==> src/rtl/slc_pkg.sv <==
`timescale 1ns / 1ps
// Shared types, token kind codes and byte class functions for the token classifier.
// Depends on nothing; imported by every module of the block.
package slc_pkg;

    typedef enum logic [2:0] {
        S_IDLE,
        S_NUM,
        S_CQ1,
        S_CQ2,
        S_STR,
        S_NAME,
        S_REL,
        S_BANG
    } t_scan_state;

    localparam logic [2:0] K_ERROR  = 3'd0;
    localparam logic [2:0] K_NUMBER = 3'd1;
    localparam logic [2:0] K_CHAR   = 3'd2;
    localparam logic [2:0] K_STRING = 3'd3;
    localparam logic [2:0] K_NAME   = 3'd4;
    localparam logic [2:0] K_OP     = 3'd5;
    localparam logic [2:0] K_END    = 3'd6;

    localparam logic [7:0] B_NEWLINE = 8'd10;

    typedef struct packed {
        logic [2:0]  kind;
        logic [15:0] line;
        logic [11:0] start;
        logic [12:0] length;
        logic        last;
    } t_token_rec;

    typedef struct packed {
        logic [1:0] count;
        t_token_rec rec0;
        t_token_rec rec1;
    } t_scan_out;

    function automatic logic is_digit(input logic [7:0] b);
        return (b >= "0") && (b <= "9");
    endfunction

    function automatic logic is_alpha(input logic [7:0] b);
        return ((b >= "a") && (b <= "z")) || ((b >= "A") && (b <= "Z"));
    endfunction

    function automatic logic is_space(input logic [7:0] b);
        return (b == 8'd32) || ((b >= 8'd9) && (b <= 8'd13));
    endfunction

    function automatic logic is_arith(input logic [7:0] b);
        return (b == "+") || (b == "-") || (b == "*") || (b == "/");
    endfunction

    function automatic logic is_char_ok(input logic [7:0] b);
        return is_digit(b) || is_alpha(b) || is_arith(b) || (b == "_");
    endfunction

    function automatic logic is_str_ok(input logic [7:0] b);
        return (b == 8'd32) || (b == 8'd33) || ((b >= 8'd35) && (b <= 8'd126));
    endfunction

    function automatic logic is_name_mid(input logic [7:0] b);
        return (b == "_") || is_digit(b) || is_alpha(b);
    endfunction

    function automatic logic is_special(input logic [7:0] b);
        return (b == "[") || (b == "]") || (b == "(") || (b == ")") || (b == "{") ||
               (b == "}") || (b == ";") || (b == ":") || (b == ",");
    endfunction

endpackage

==> src/rtl/slc_scan_core.sv <==
`timescale 1ns / 1ps
// Scanner state, line and column counters, and per-byte token decisions.
// Depends on slc_pkg; produces up to two token records per request.
module slc_scan_core import slc_pkg::*; #(
    parameter int MAX_COLUMNS = 4096,
    parameter int MAX_LINES   = 65536
) (
    input  logic       i_clk,
    input  logic       i_rst_n,
    input  logic       i_step,
    input  logic [7:0] i_text_byte,
    input  logic       i_end_of_text,
    output t_scan_out  o_scan
);

    localparam logic [15:0] LineCap = (MAX_LINES > 65536) ? 16'hFFFF : 16'(MAX_LINES - 1);
    localparam logic [11:0] ColCap  = (MAX_COLUMNS > 4096) ? 12'hFFF : 12'(MAX_COLUMNS - 1);
    localparam logic [12:0] LenCap  = (MAX_COLUMNS > 8191) ? 13'h1FFF : 13'(MAX_COLUMNS);

    t_scan_state r_state, n_state;
    logic [15:0] r_line, n_line;
    logic        r_line_open, n_line_open;
    logic [11:0] r_col, n_col;
    logic [11:0] r_pstart, n_pstart;
    logic [12:0] r_plen, n_plen;

    logic [15:0] w_line;
    logic [11:0] w_col_plus;
    logic [12:0] w_len_plus;
    logic        w_close_valid;
    logic [2:0]  w_close_kind;
    logic        w_more;
    logic        w_adv;
    logic        w_done;
    logic [2:0]  w_done_kind;
    t_scan_state w_fresh_state;
    logic        w_fresh_emit;
    logic [2:0]  w_fresh_kind;
    logic        w_is_nl;
    logic        w_a_valid;
    logic        w_b_valid;
    t_token_rec  w_a_rec;
    t_token_rec  w_b_rec;

    // decode
    always_comb begin
        w_is_nl    = (i_text_byte == B_NEWLINE);
        w_line     = (!r_line_open && (r_line < LineCap)) ? r_line + 16'd1 : r_line;
        w_col_plus = (r_col < ColCap) ? r_col + 12'd1 : r_col;
        w_len_plus = (r_plen >= LenCap) ? LenCap : r_plen + 13'd1;

        w_close_valid = 1'b1;
        w_close_kind  = K_ERROR;
        w_more        = 1'b0;
        w_adv         = 1'b0;
        w_done        = 1'b0;
        w_done_kind   = K_OP;
        unique case (r_state)
            S_IDLE: begin
                w_close_valid = 1'b0;
            end
            S_NUM: begin
                w_close_kind = K_NUMBER;
                w_more       = is_digit(i_text_byte);
            end
            S_NAME: begin
                w_close_kind = K_NAME;
                w_more       = is_name_mid(i_text_byte);
            end
            S_STR: begin
                w_more      = is_str_ok(i_text_byte);
                w_done      = (i_text_byte == "\"");
                w_done_kind = K_STRING;
            end
            S_CQ1: begin
                w_adv = is_char_ok(i_text_byte);
            end
            S_CQ2: begin
                w_done      = (i_text_byte == "'");
                w_done_kind = K_CHAR;
            end
            S_REL: begin
                w_close_kind = K_OP;
                w_done       = (i_text_byte == "=");
            end
            S_BANG: begin
                w_done = (i_text_byte == "=");
            end
        endcase

        w_fresh_state = S_IDLE;
        w_fresh_emit  = 1'b0;
        w_fresh_kind  = K_ERROR;
        if (is_digit(i_text_byte)) begin
            w_fresh_state = S_NUM;
        end else if (i_text_byte == "'") begin
            w_fresh_state = S_CQ1;
        end else if (i_text_byte == "\"") begin
            w_fresh_state = S_STR;
        end else if ((i_text_byte == "_") || is_alpha(i_text_byte)) begin
            w_fresh_state = S_NAME;
        end else if ((i_text_byte == "<") || (i_text_byte == ">") || (i_text_byte == "=")) begin
            w_fresh_state = S_REL;
        end else if (i_text_byte == "!") begin
            w_fresh_state = S_BANG;
        end else if (is_special(i_text_byte) || is_arith(i_text_byte)) begin
            w_fresh_emit = 1'b1;
            w_fresh_kind = K_OP;
        end else if (!is_space(i_text_byte)) begin
            w_fresh_emit = 1'b1;
        end
    end

    // next state
    always_comb begin
        n_state     = r_state;
        n_line      = r_line;
        n_line_open = r_line_open;
        n_col       = r_col;
        n_pstart    = r_pstart;
        n_plen      = r_plen;
        if (i_end_of_text) begin
            n_state     = S_IDLE;
            n_line      = '0;
            n_line_open = 1'b0;
            n_col       = '0;
            n_pstart    = '0;
            n_plen      = '0;
        end else if (w_is_nl) begin
            n_state     = S_IDLE;
            n_line      = w_line;
            n_line_open = 1'b0;
            n_col       = '0;
        end else begin
            n_line      = w_line;
            n_line_open = 1'b1;
            n_col       = w_col_plus;
            if (w_more) begin
                n_plen = w_len_plus;
            end else if (w_adv) begin
                n_plen  = w_len_plus;
                n_state = S_CQ2;
            end else if (w_done) begin
                n_state = S_IDLE;
            end else begin
                n_state = w_fresh_state;
                if (w_fresh_state != S_IDLE) begin
                    n_pstart = r_col;
                    n_plen   = 13'd1;
                end
            end
        end
    end

    // records
    always_comb begin
        w_a_valid = 1'b0;
        w_b_valid = 1'b0;
        w_a_rec   = '{kind: w_close_kind, line: w_line, start: r_pstart, length: r_plen,
                      last: 1'b0};
        w_b_rec   = '{kind: w_fresh_kind, line: w_line, start: r_col, length: 13'd1,
                      last: 1'b0};
        if (i_end_of_text) begin
            w_a_valid    = w_close_valid;
            w_a_rec.line = r_line;
            w_b_valid    = 1'b1;
            w_b_rec      = '{kind: K_END, line: r_line, start: '0, length: '0, last: 1'b0};
        end else if (w_is_nl) begin
            w_a_valid = w_close_valid;
        end else if (w_done) begin
            w_a_valid      = 1'b1;
            w_a_rec.kind   = w_done_kind;
            w_a_rec.length = w_len_plus;
        end else if (!w_more && !w_adv) begin
            w_a_valid = w_close_valid;
            w_b_valid = w_fresh_emit;
        end

        o_scan.count     = {1'b0, w_a_valid} + {1'b0, w_b_valid};
        o_scan.rec0      = w_a_valid ? w_a_rec : w_b_rec;
        o_scan.rec0.last = !(w_a_valid && w_b_valid);
        o_scan.rec1      = w_b_rec;
        o_scan.rec1.last = 1'b1;
    end

    always_ff @(posedge i_clk) begin
        if (!i_rst_n) begin
            r_state     <= S_IDLE;
            r_line      <= '0;
            r_line_open <= 1'b0;
            r_col       <= '0;
            r_pstart    <= '0;
            r_plen      <= '0;
        end else if (i_step) begin
            r_state     <= n_state;
            r_line      <= n_line;
            r_line_open <= n_line_open;
            r_col       <= n_col;
            r_pstart    <= n_pstart;
            r_plen      <= n_plen;
        end
    end

endmodule

==> src/rtl/slc_result_buf.sv <==
`timescale 1ns / 1ps
// Two-entry result register that drives the output channel.
// Depends on slc_pkg; takes zero, one or two records per push.
module slc_result_buf import slc_pkg::*; (
    input  logic       i_clk,
    input  logic       i_rst_n,
    input  logic       i_push,
    input  t_scan_out  i_scan,
    input  logic       i_stall,
    output logic       o_valid,
    output t_token_rec o_rec,
    output logic [1:0] o_free
);

    logic [1:0] r_cnt, n_cnt;
    t_token_rec r_slot0, n_slot0;
    t_token_rec r_slot1, n_slot1;
    logic       w_pop;
    logic [1:0] w_rem;

    assign o_valid = (r_cnt != 2'd0);
    assign o_rec   = r_slot0;
    assign w_pop   = o_valid && !i_stall;
    assign w_rem   = r_cnt - {1'b0, w_pop};
    assign o_free  = 2'd2 - w_rem;

    always_comb begin
        n_slot0 = w_pop ? r_slot1 : r_slot0;
        n_slot1 = r_slot1;
        n_cnt   = w_rem;
        if (i_push) begin
            n_cnt = w_rem + i_scan.count;
            if (w_rem == 2'd0) begin
                n_slot0 = i_scan.rec0;
                n_slot1 = i_scan.rec1;
            end else if (w_rem == 2'd1) begin
                n_slot1 = i_scan.rec0;
            end
        end
    end

    always_ff @(posedge i_clk) begin
        if (!i_rst_n) begin
            r_cnt <= 2'd0;
        end else begin
            r_cnt <= n_cnt;
        end
    end

    always_ff @(posedge i_clk) begin
        r_slot0 <= n_slot0;
        r_slot1 <= n_slot1;
    end

endmodule

==> src/rtl/source_lexer_token_classifier.sv <==
`timescale 1ns / 1ps
// Token classifier top: input register, scanner, two-entry result register.
// A request sits in the input register until the result register has room for
// its records; they are then written there and offered. Throughput: one request
// per cycle while there is room; two records leave via its single output port.
// Reset: synchronous active low; clears scanner state, counters and valid flags.
module source_lexer_token_classifier import slc_pkg::*; #(
    parameter int MAX_COLUMNS = 4096,
    parameter int MAX_LINES   = 65536
) (
    input  logic        i_clk,
    input  logic        i_rst_n,
    input  logic        i_valid,
    output logic        o_stall,
    input  logic [7:0]  i_text_byte,
    input  logic        i_end_of_text,
    output logic        o_valid,
    input  logic        i_stall,
    output logic [2:0]  o_token_kind,
    output logic [15:0] o_line_number,
    output logic [11:0] o_start_column,
    output logic [12:0] o_token_length,
    output logic        o_last_of_run
);

    logic       r_in_valid, n_in_valid;
    logic [7:0] r_byte;
    logic       r_eot;
    logic       w_accept;
    logic       w_process;
    logic [1:0] w_free;
    t_scan_out  w_scan;
    t_token_rec w_out_rec;

    assign w_process = r_in_valid && (w_scan.count <= w_free);
    assign o_stall   = r_in_valid && !w_process;
    assign w_accept  = i_valid && !o_stall;

    always_comb begin
        n_in_valid = r_in_valid;
        if (w_accept) begin
            n_in_valid = 1'b1;
        end else if (w_process) begin
            n_in_valid = 1'b0;
        end
    end

    always_ff @(posedge i_clk) begin
        if (!i_rst_n) begin
            r_in_valid <= 1'b0;
        end else begin
            r_in_valid <= n_in_valid;
        end
    end

    always_ff @(posedge i_clk) begin
        if (w_accept) begin
            r_byte <= i_text_byte;
            r_eot  <= i_end_of_text;
        end
    end

    slc_scan_core #(
        .MAX_COLUMNS (MAX_COLUMNS),
        .MAX_LINES   (MAX_LINES)
    ) u_scan (
        .i_clk         (i_clk),
        .i_rst_n       (i_rst_n),
        .i_step        (w_process),
        .i_text_byte   (r_byte),
        .i_end_of_text (r_eot),
        .o_scan        (w_scan)
    );

    slc_result_buf u_buf (
        .i_clk   (i_clk),
        .i_rst_n (i_rst_n),
        .i_push  (w_process),
        .i_scan  (w_scan),
        .i_stall (i_stall),
        .o_valid (o_valid),
        .o_rec   (w_out_rec),
        .o_free  (w_free)
    );

    assign o_token_kind   = w_out_rec.kind;
    assign o_line_number  = w_out_rec.line;
    assign o_start_column = w_out_rec.start;
    assign o_token_length = w_out_rec.length;
    assign o_last_of_run  = w_out_rec.last;

    a_end_marker_shape: assert property (@(posedge i_clk) disable iff (!i_rst_n)
        (o_valid && (o_token_kind == K_END)) |->
            (o_last_of_run && (o_token_length == 13'd0) && (o_start_column == 12'd0)))
        else $error("end marker record malformed");

    a_token_line_nonzero: assert property (@(posedge i_clk) disable iff (!i_rst_n)
        (o_valid && (o_token_kind != K_END)) |-> (o_line_number != 16'd0))
        else $error("token record on line zero");

    a_held_request_kept: assert property (@(posedge i_clk) disable iff (!i_rst_n)
        (r_in_valid && !w_process) |=> (r_in_valid && $stable(r_byte) && $stable(r_eot)))
        else $error("held request lost or changed");

    a_kind_in_range: assert property (@(posedge i_clk) disable iff (!i_rst_n)
        o_valid |-> (o_token_kind != 3'd7))
        else $error("record kind out of range");

endmodule
==> config.mk <==
export PLATFORM = sky130hd
export DESIGN_NAME = source_lexer_token_classifier
export DESIGN_NICKNAME = d
export VERILOG_FILES = /design/src/rtl/slc_pkg.sv /design/src/rtl/slc_scan_core.sv /design/src/rtl/slc_result_buf.sv /design/src/rtl/source_lexer_token_classifier.sv
export SDC_FILE = /design/constraint.sdc
export NUM_CORES = 1
export LEC_CHECK = 0
export BUFFER_PORTS_ARGS = -buffer_cell sky130_fd_sc_hd__buf_2
export CORE_ASPECT_RATIO = 0.8
export CORE_MARGIN = 2
export CORE_UTILIZATION = 30
export CTS_CLUSTER_SIZE = 8
export DETAILED_ROUTE_END_ITERATION = 8
export GPL_TIMING_DRIVEN = 0
export HOLD_SLACK_MARGIN = 0.1
export REMOVE_ABC_BUFFERS = 1
export SYNTH_ARGS = -nofsm -noshare
export SYNTH_HDL_FRONTEND = slang
export SYNTH_SLANG_ARGS = --single-unit
==> constraint.sdc <==
create_clock -name i_clk -period 7.5 [get_ports i_clk]
set_input_delay 1.5 -clock i_clk [delete_from_list [all_inputs] [get_ports i_clk]]
set_output_delay 1.5 -clock i_clk [all_outputs]
set_load 0.02 [all_outputs]
* Yosys cells after proc, flatten, opt, wreduce, memory -nomap -nowiden *
Cells that the tools add are included.

operators by class
  eq/ne operators = 36
  reduce and logical (&&, ||, !) cells = 58
  muxes and demuxes = 77
  $add $sub $neg = 7
  order comparisons = 14

operators by type and width
  kind                     count
  $mux W45                 7
  $mux W13                 10
  $eq A8 B6 Y1 const B     16
  $mux W12                 9
  $mux W3                  21
  $mux W16                 3
  $eq A8 B7 Y1 const B     5
  $le A8 B7 Y1 const B     3
  $logic_or A1 B1 Y1       24
  $mux W1                  22
  $add A16 B1 Y16 const B  1
  $ge A8 B6 Y1 const B     2
  $ge A8 B7 Y1 const B     2
  $lt A16 B16 Y1 const B   1
  $add A13 B1 Y13 const B  1
  $ge A13 B13 Y1 const B   1
  $add A12 B1 Y12 const B  1
  $eq A3 B3 Y1 const B     4
  $logic_and A1 B1 Y1      12
  $lt A12 B12 Y1 const B   1
  $pmux W3 S3              1
  $eq A8 B4 Y1 const B     1
  $ge A8 B4 Y1 const B     1
  $le A8 B4 Y1 const B     1
  other kinds (25)         42

word-level totals
  input bits = 13
  word-level logic and storage cells = 212
  output and inout bits = 47
  register bits after elaboration = 159

* Logic depth before layout (Yosys ltp) *
  depth after elaboration = 29
  depth in mapped cells = 21
  mapped depth without buffers = 16

* Hierarchy *
Synthesis repeated with hierarchy kept, for this count alone.

unflattened totals
  cell total of the unflattened synthesis = 923
  area, all modules = 8,864.8 sq um

modules (own cells, without submodules)
  module                         times used  seq. area each (sq um)  area each (sq um)  cells each
  slc_scan_core                  1           1,141.1                 4,549.4            589
  slc_result_buf                 1           2,292.2                 3,932.5            313
  source_lexer_token_classifier  1           290.3                   382.9              21

* Worst setup path before layout *
OpenSTA, ideal clock, no wires.

  kind = input to register
  start = input i_stall
  end = register u_buf.r_slot1[0] (netlist bit) (enable)
  buffers on the path = 3
  setup time = 447 ps
  stages = 13
  setup slack = 1,238 ps
  arrival = 5,815 ps
  cells stage by stage = nand2b_1 -> inv_2 -> buf_1 -> ha_1 -> xnor2_1 -> ha_1 -> ha_1 -> nor2b_1 -> o22ai_1 -> nand2_1 -> clkbuf_1 -> clkbuf_1 -> nor2_1

between the ends
  longest elaborated chain between the ends = 7
  elaborated cells between the ends (all ways) = 10
  classes of those cells = 2 x add/sub; 1 x order compare; 1 x eq/ne; 6 x reduce/logical

RTL lines
  what                                  RTL line                             RTL
  from (decl)                           source_lexer_token_classifier.sv:18  input logic i_stall,
  $logic_not A1 Y1 *                    slc_result_buf.sv:23                 assign w_pop = o_valid && !i_stall;
  $logic_and A1 B1 Y1 *                 slc_result_buf.sv:23
  $sub A2 B1 Y2 *                       slc_result_buf.sv:24                 assign w_rem = r_cnt - {1'b0, w_pop};
  $sub A2 B2 Y2                         slc_result_buf.sv:25                 assign o_free = 2'd2 - w_rem;
  $le A2 B2 Y1                          source_lexer_token_classifier.sv:35  assign w_process = r_in_valid && (w_scan.count <= w_free);
  $logic_and A1 B1 Y1                   source_lexer_token_classifier.sv:35
  $reduce_and A2 Y1 (no source line) *  --
  to (signal assigned)                  slc_result_buf.sv:52                 r_slot1 <= n_slot1;
  to (decl)                             slc_result_buf.sv:17                 t_token_rec r_slot1, n_slot1;

Mark *: on every way between the ends. The rest lies on a longest branch, timed or not.
A chain may end at the register's enable or synchronous reset.

* Worst setup path in the final report *
  start = register r_byte[5]
  end = output o_stall

between the ends
  longest elaborated chain between the ends = 26
  elaborated cells between the ends (all ways) = 88
  classes of those cells = 1 x add/sub; 11 x order compare; 22 x eq/ne; 19 x mux; 35 x reduce/logical

RTL lines
  what                             RTL line                             RTL
  from (decl)                      source_lexer_token_classifier.sv:27  logic [7:0] r_byte;
  from (signal assigned)           source_lexer_token_classifier.sv:58  r_byte <= i_text_byte;
  $eq A8 B7 Y1                     slc_pkg.sv:70                        return (b == "[") || (b == "]") || (b == "(") || (b == ")") || (b == "{") ||
  $logic_or A1 B1 Y1 (5 in a row)  slc_pkg.sv:70
  $logic_or A1 B1 Y1 (3 in a row)  slc_pkg.sv:71                        (b == "}") || (b == ";") || (b == ":") || (b == ",");
  $logic_or A1 B1 Y1               slc_scan_core.sv:106                 end else if (is_special(i_text_byte) || is_arith(i_text_byte)) begin
  $mux W1                          slc_scan_core.sv:106
  $mux W1                          slc_scan_core.sv:104                 end else if (i_text_byte == "!") begin
  $mux W1                          slc_scan_core.sv:102                 end else if ((i_text_byte == "<") || (i_text_byte == ">") || (i_text_byte == "=")) begin
  $mux W1                          slc_scan_core.sv:100                 end else if ((i_text_byte == "_") || is_alpha(i_text_byte)) begin
  [4 not listed]                   --
  $mux W1                          slc_scan_core.sv:170                 end else if (w_done) begin
  $mux W1                          slc_scan_core.sv:168                 end else if (w_is_nl) begin
  $mux W1                          slc_scan_core.sv:163                 if (i_end_of_text) begin
  $add A1 B1 Y2 *                  slc_scan_core.sv:179                 o_scan.count = {1'b0, w_a_valid} + {1'b0, w_b_valid};
  $le A2 B2 Y1 *                   source_lexer_token_classifier.sv:35
  $logic_and A1 B1 Y1 *            source_lexer_token_classifier.sv:35
  $logic_not A1 Y1 *               source_lexer_token_classifier.sv:36  assign o_stall = r_in_valid && !w_process;
  $logic_and A1 B1 Y1 *            source_lexer_token_classifier.sv:36
  to (decl)                        source_lexer_token_classifier.sv:14  output logic o_stall,

Marks and branches as above.

==> results list <==
* Status: completed
* Total negative setup slack: 0 ns
- Total of cells resized after clock tree synthesis: 0
* Kind of capture point of the worst setup path: output pin
* Total buffers and inverters traversed by the critical path: 2
- Number of instances in the synthesized netlist: between 900 and 1k
- Worst hold path class: flop to flop
- TritonCTS built the clock tree.
* Fill cell total of the finished layout: between 2k and 3k
- Walking the worst path, the cells encountered are nor3b_1, o21ai_0, a21oi_1, a211o_1, a21o_1, inv_2, ha_1, ha_1, nor2b_1, o22ai_1, nor2_1, buf_2.
* Maximum number of pins on one net before global-route repair: 47
* Internal power: about 2.2 mW
- Overall fraction of global-route tracks in use: 0.1488
- Maximum level of the CTS H-tree: 4
* Final number of hold-violating endpoints: 0
- Clock Sinks: about 160
- Worst Setup Start Kind: flop
- For this block, the initial DRC count from the detailed router was slightly above 500.
* Max Fanout on Critical Path: 21
* Crit path kind: flop to output pin
- Once placement finished, the instance area stood at 0.008666 sq mm.
- Cell with the largest stage delay on the worst path: sky130_fd_sc_hd__a21o_1
* Overall via count from detail_route: 6683
- Switching Share: 0.3958
* Count of antenna diodes in the layout: 0
- Number of antenna violations at the first check in global routing: 0
- Aggregate global routing overflow: 0
- Ranked by total cell area, the synthesized netlist is headed by sky130_fd_sc_hd__dfxtp_1 26%, sky130_fd_sc_hd__edfxtp_1 20%, sky130_fd_sc_hd__nand2_1 7.6%.
- Average cell area after synthesis: 8.837 sq um
* Worst setup skew after layout: a little under 0.008 ns
- For this run, the register share of the synthesized area comes to 0.4625.
- The most common cell in the synthesized netlist is sky130_fd_sc_hd__nand2_1.
- Gate power share: 0.386
- The worst-case IR drop observed on VDD is about 0.35 mV.
- The core region is 0.02633 sq mm.
- Share of total power in sequential cells: 0.377
- In the routed layout, each cell is associated on average with a via count of around 5.1.
- Worst relative slew slack: 0.1781
* Total of flip-flops plus latches after synthesis: between 150 and 200
- Across the run, the number of max-cap violations was 0.
- The die is 150.5 um tall.
- For this configuration, the core starts out at a cell density of 0.3058.
- At the end of routability-driven placement, the weighted congestion stood at around 0.87.
- Highest cell delay on the worst timing path: about 0.86 ns
- Counting flops with a built-in enable in the synthesized netlist gives 54.
* Routed wire length per instance: roughly 16 um
* Horizontal extent of the die: ~190 um
- The share of synthesized area in the top cell type comes to 0.2611.
* Clock insertion delay at the later pin of the skew report: 0.43 ns
* Fraction of synthesis flops using an asynchronous set or reset pin: 0
- Fin crit share: 0.8746
- The floorplan step defined a die boundary enclosing 0.02817 sq mm.
- The area growth from synthesis to layout is 14.72%.
* Most used flip-flop cell after synthesis: sky130_fd_sc_hd__dfxtp_1
- Counting along the longest clock path gives a buffer depth of 2.
- Setup repair after global routing missed its margin: no
- Of the cells placed in the final design, the portion with a size suffix greater than 1 is 0.1424.
- Inserted Clock Buffers: 17
* Highest clock frequency the design can meet: between 150 and 200 MHz
- Slew at the pin closest to its max-slew limit: 1.225 ns
- Detailed placement ended at an HPWL of around 14 mm.
- Area of the multi-input gates: between 0.004 and 0.005 sq mm
- Arrival time worst endpoint: between 5 and 6 ns
- The root buffer cell chosen for the clock tree is sky130_fd_sc_hd__clkbuf_16.
* Post-Syn Area: 0.008050 sq mm
- The count of buffers added on input and output ports is 59.
* Cell with the most instances on the worst path: sky130_fd_sc_hd__ha_1
- Remaining number of nets flagged by the antenna check after routing: 0
* Hold bufs inserted after CTS: 0
* Wirelength, routed: around 20 mm
- Via count of the first global-routing pass: 6248
* Clock-pin transition on the worst setup and hold timing paths: 0.06 ns
- Power density over the cells: slightly below 400 mW/mm^2
- The cell family contributing the most delay on the critical path is compound AO/OA/AOI/OAI gates.
- First-pass GRT wire length: 33.41 mm
* Top Ports: 60
- Final number of max-transition violations: 0
* Post-route DRC: 0
- Counting distinct cell types in the post-synthesis netlist gives slightly below 80.
* Critical path required time: ~6.0 ns
* Total setup buffers inserted after CTS: 0
- Summed over all nets, the switching power comes to approximately 1.4 mW.
- During synthesis, Yosys emitted a total of 0 warnings.
- Shortest clock period the worst path allows after layout: around 6.6 ns
* Static leakage: between 3 and 4 nW
* Leading area contributor after synthesis: sky130_fd_sc_hd__dfxtp_1
- Area of all placed cells without fillers: 0.009235 sq mm
* Most frequent cells after synthesis: 163 x sky130_fd_sc_hd__nand2_1, 105 x sky130_fd_sc_hd__dfxtp_1, 67 x sky130_fd_sc_hd__nor2_1, 54 x sky130_fd_sc_hd__a21oi_1, 54 x sky130_fd_sc_hd__edfxtp_1
- In the final design database the tool counted 959 nets.
- Row generation in the floorplan step produced 53 rows.
* Sequential standard cell area: 0.003724 sq mm
* 1st-pass router iterations: 5
- Setup violations remaining at the end of the flow were counted as 0.
* Clk pwr share: 0.238
[cell type report]
| type | instances | area share |
|---|---|---|
| clock buffers | 18 | 0.04647 |
| clock inverters | 14 | 0.01517 |
| inverters | 15 | 0.006097 |
| multi-input cells | 678 | 0.4346 |
| flip-flops and latches | 159 | 0.4032 |
| well taps | 357 | 0.04837 |
| repair buffers | 64 | 0.04606 |
[state kept, by name, summed over array words and instances, names as in the netlist]
name / flops
u_scan.r_line: 16
u_buf.r_cnt: 2
u_scan.r_col: 12
r_eot: 1
u_buf.r_slot1: 45
r_in_valid: 1
u_scan.r_pstart: 12
u_scan.r_plen: 13
u_scan.r_state: 3
u_scan.r_line_open: 1
u_buf.o_rec: 45
r_byte: 8
[worst paths after layout]
kind | start | to | slack, ns | depth (start not counted)
min | u_buf.o_rec[26] | u_buf.o_rec[26] | 0.48 | 2
max reg2reg | r_byte[5] | u_buf.o_rec[13] | 1.07 | 14
max | r_byte[5] | o_stall | 0.94 | 12
min reg2reg | u_buf.o_rec[26] | u_buf.o_rec[26] | 0.48 | 2
[through the flow]
stage	std cells	total power [mW]	worst slack [ns]	utilization	hold slack, ns
2_1_floorplan	852	2.228	0.4808	-	0.4562
3_3_place_gp	1268	2.671	-2.847	0.3237	0.4682
3_5_place_dp	1273	2.743	0.9273	0.3292	0.4693
4_1_cts	1305	3.609	1.070	0.3508	0.4800
5_1_grt	1305	3.805	0.7215	0.3508	0.4953
6_report	1305	3.586	0.9401	0.3508	0.4758
[routing by layer]
| metal | global-route usage | up-vias | wire, um | share of wire |
|---|---|---|---|---|
| met5 | 0 | - | 0 | 0 |
| met4 | 0.03452 | 0 | 149 | 0.0073 |
| met3 | 0.03030 | 17 | 1064 | 0.052 |
| met2 | 0.2216 | 177 | 8643 | 0.42 |
| met1 | 0.2196 | 3175 | 10580 | 0.52 |
| li1 | - | 3314 | - | - |
[layout by cell type, fill, tap and decap left out, drive strengths merged, types with 5 or more instances in the layout]
| cell type | netlist | layout |
|---|---|---|
| edfxtp | 54 | 54 |
| inv | 14 | 17 |
| nor3 | 26 | 26 |
| a21o | 13 | 13 |
| buf | 19 | 64 |
| nand4 | 10 | 10 |
| nor2 | 69 | 69 |
| nand2 | 163 | 163 |
| a21oi | 55 | 55 |
| nor2b | 18 | 18 |
| and3 | 30 | 30 |
| nor4 | 5 | 5 |
| xnor2 | 11 | 11 |
| mux2i | 12 | 12 |
| or3 | 15 | 15 |
| a31oi | 29 | 29 |
| dfxtp | 105 | 105 |
| xor2 | 23 | 23 |
| ha | 11 | 11 |
| mux2 | 17 | 17 |
| or4 | 7 | 7 |
| clkinv | 1 | 8 |
| clkbuf | 40 | 18 |
| nand3 | 42 | 42 |
| nand2b | 9 | 9 |
| and2 | 7 | 7 |
| o21ai | 31 | 31 |
| o22ai | 6 | 6 |
| a22o | 7 | 7 |
| and4 | 5 | 5 |
[cell families (layout without fill, tap and decap cells)]
logic type | count (synthesis) | after routing | synth area share
flops | 159 | 159 | 0.4625
buf+inv | 74 | 111 | 0.04056
xor+xnor | 34 | 34 | 0.03699
fa+ha+maj | 11 | 11 | 0.01710
compound gates | 185 | 185 | 0.1492
mux | 29 | 29 | 0.03870
simple gates | 419 | 419 | 0.2549
[power by group through the flow]
stage	combinational, mW	sequential, mW	clock, mW
2_1_floorplan	0.742	1.49	0
3_3_place_gp	1.29	1.38	0
3_5_place_dp	1.38	1.37	0
4_1_cts	1.39	1.35	0.869
5_1_grt	1.52	1.39	0.902
6_report	1.38	1.35	0.853
[worst min-delay path: cells and delay by family, from the launching register on]
kind,cells,cell delay [ns]
AND/OR/NAND/NOR,1,0.05
AO/OA/AOI/OAI,1,0.07
flip-flops,1,0.31
Power figures use the tool's default switching activity.
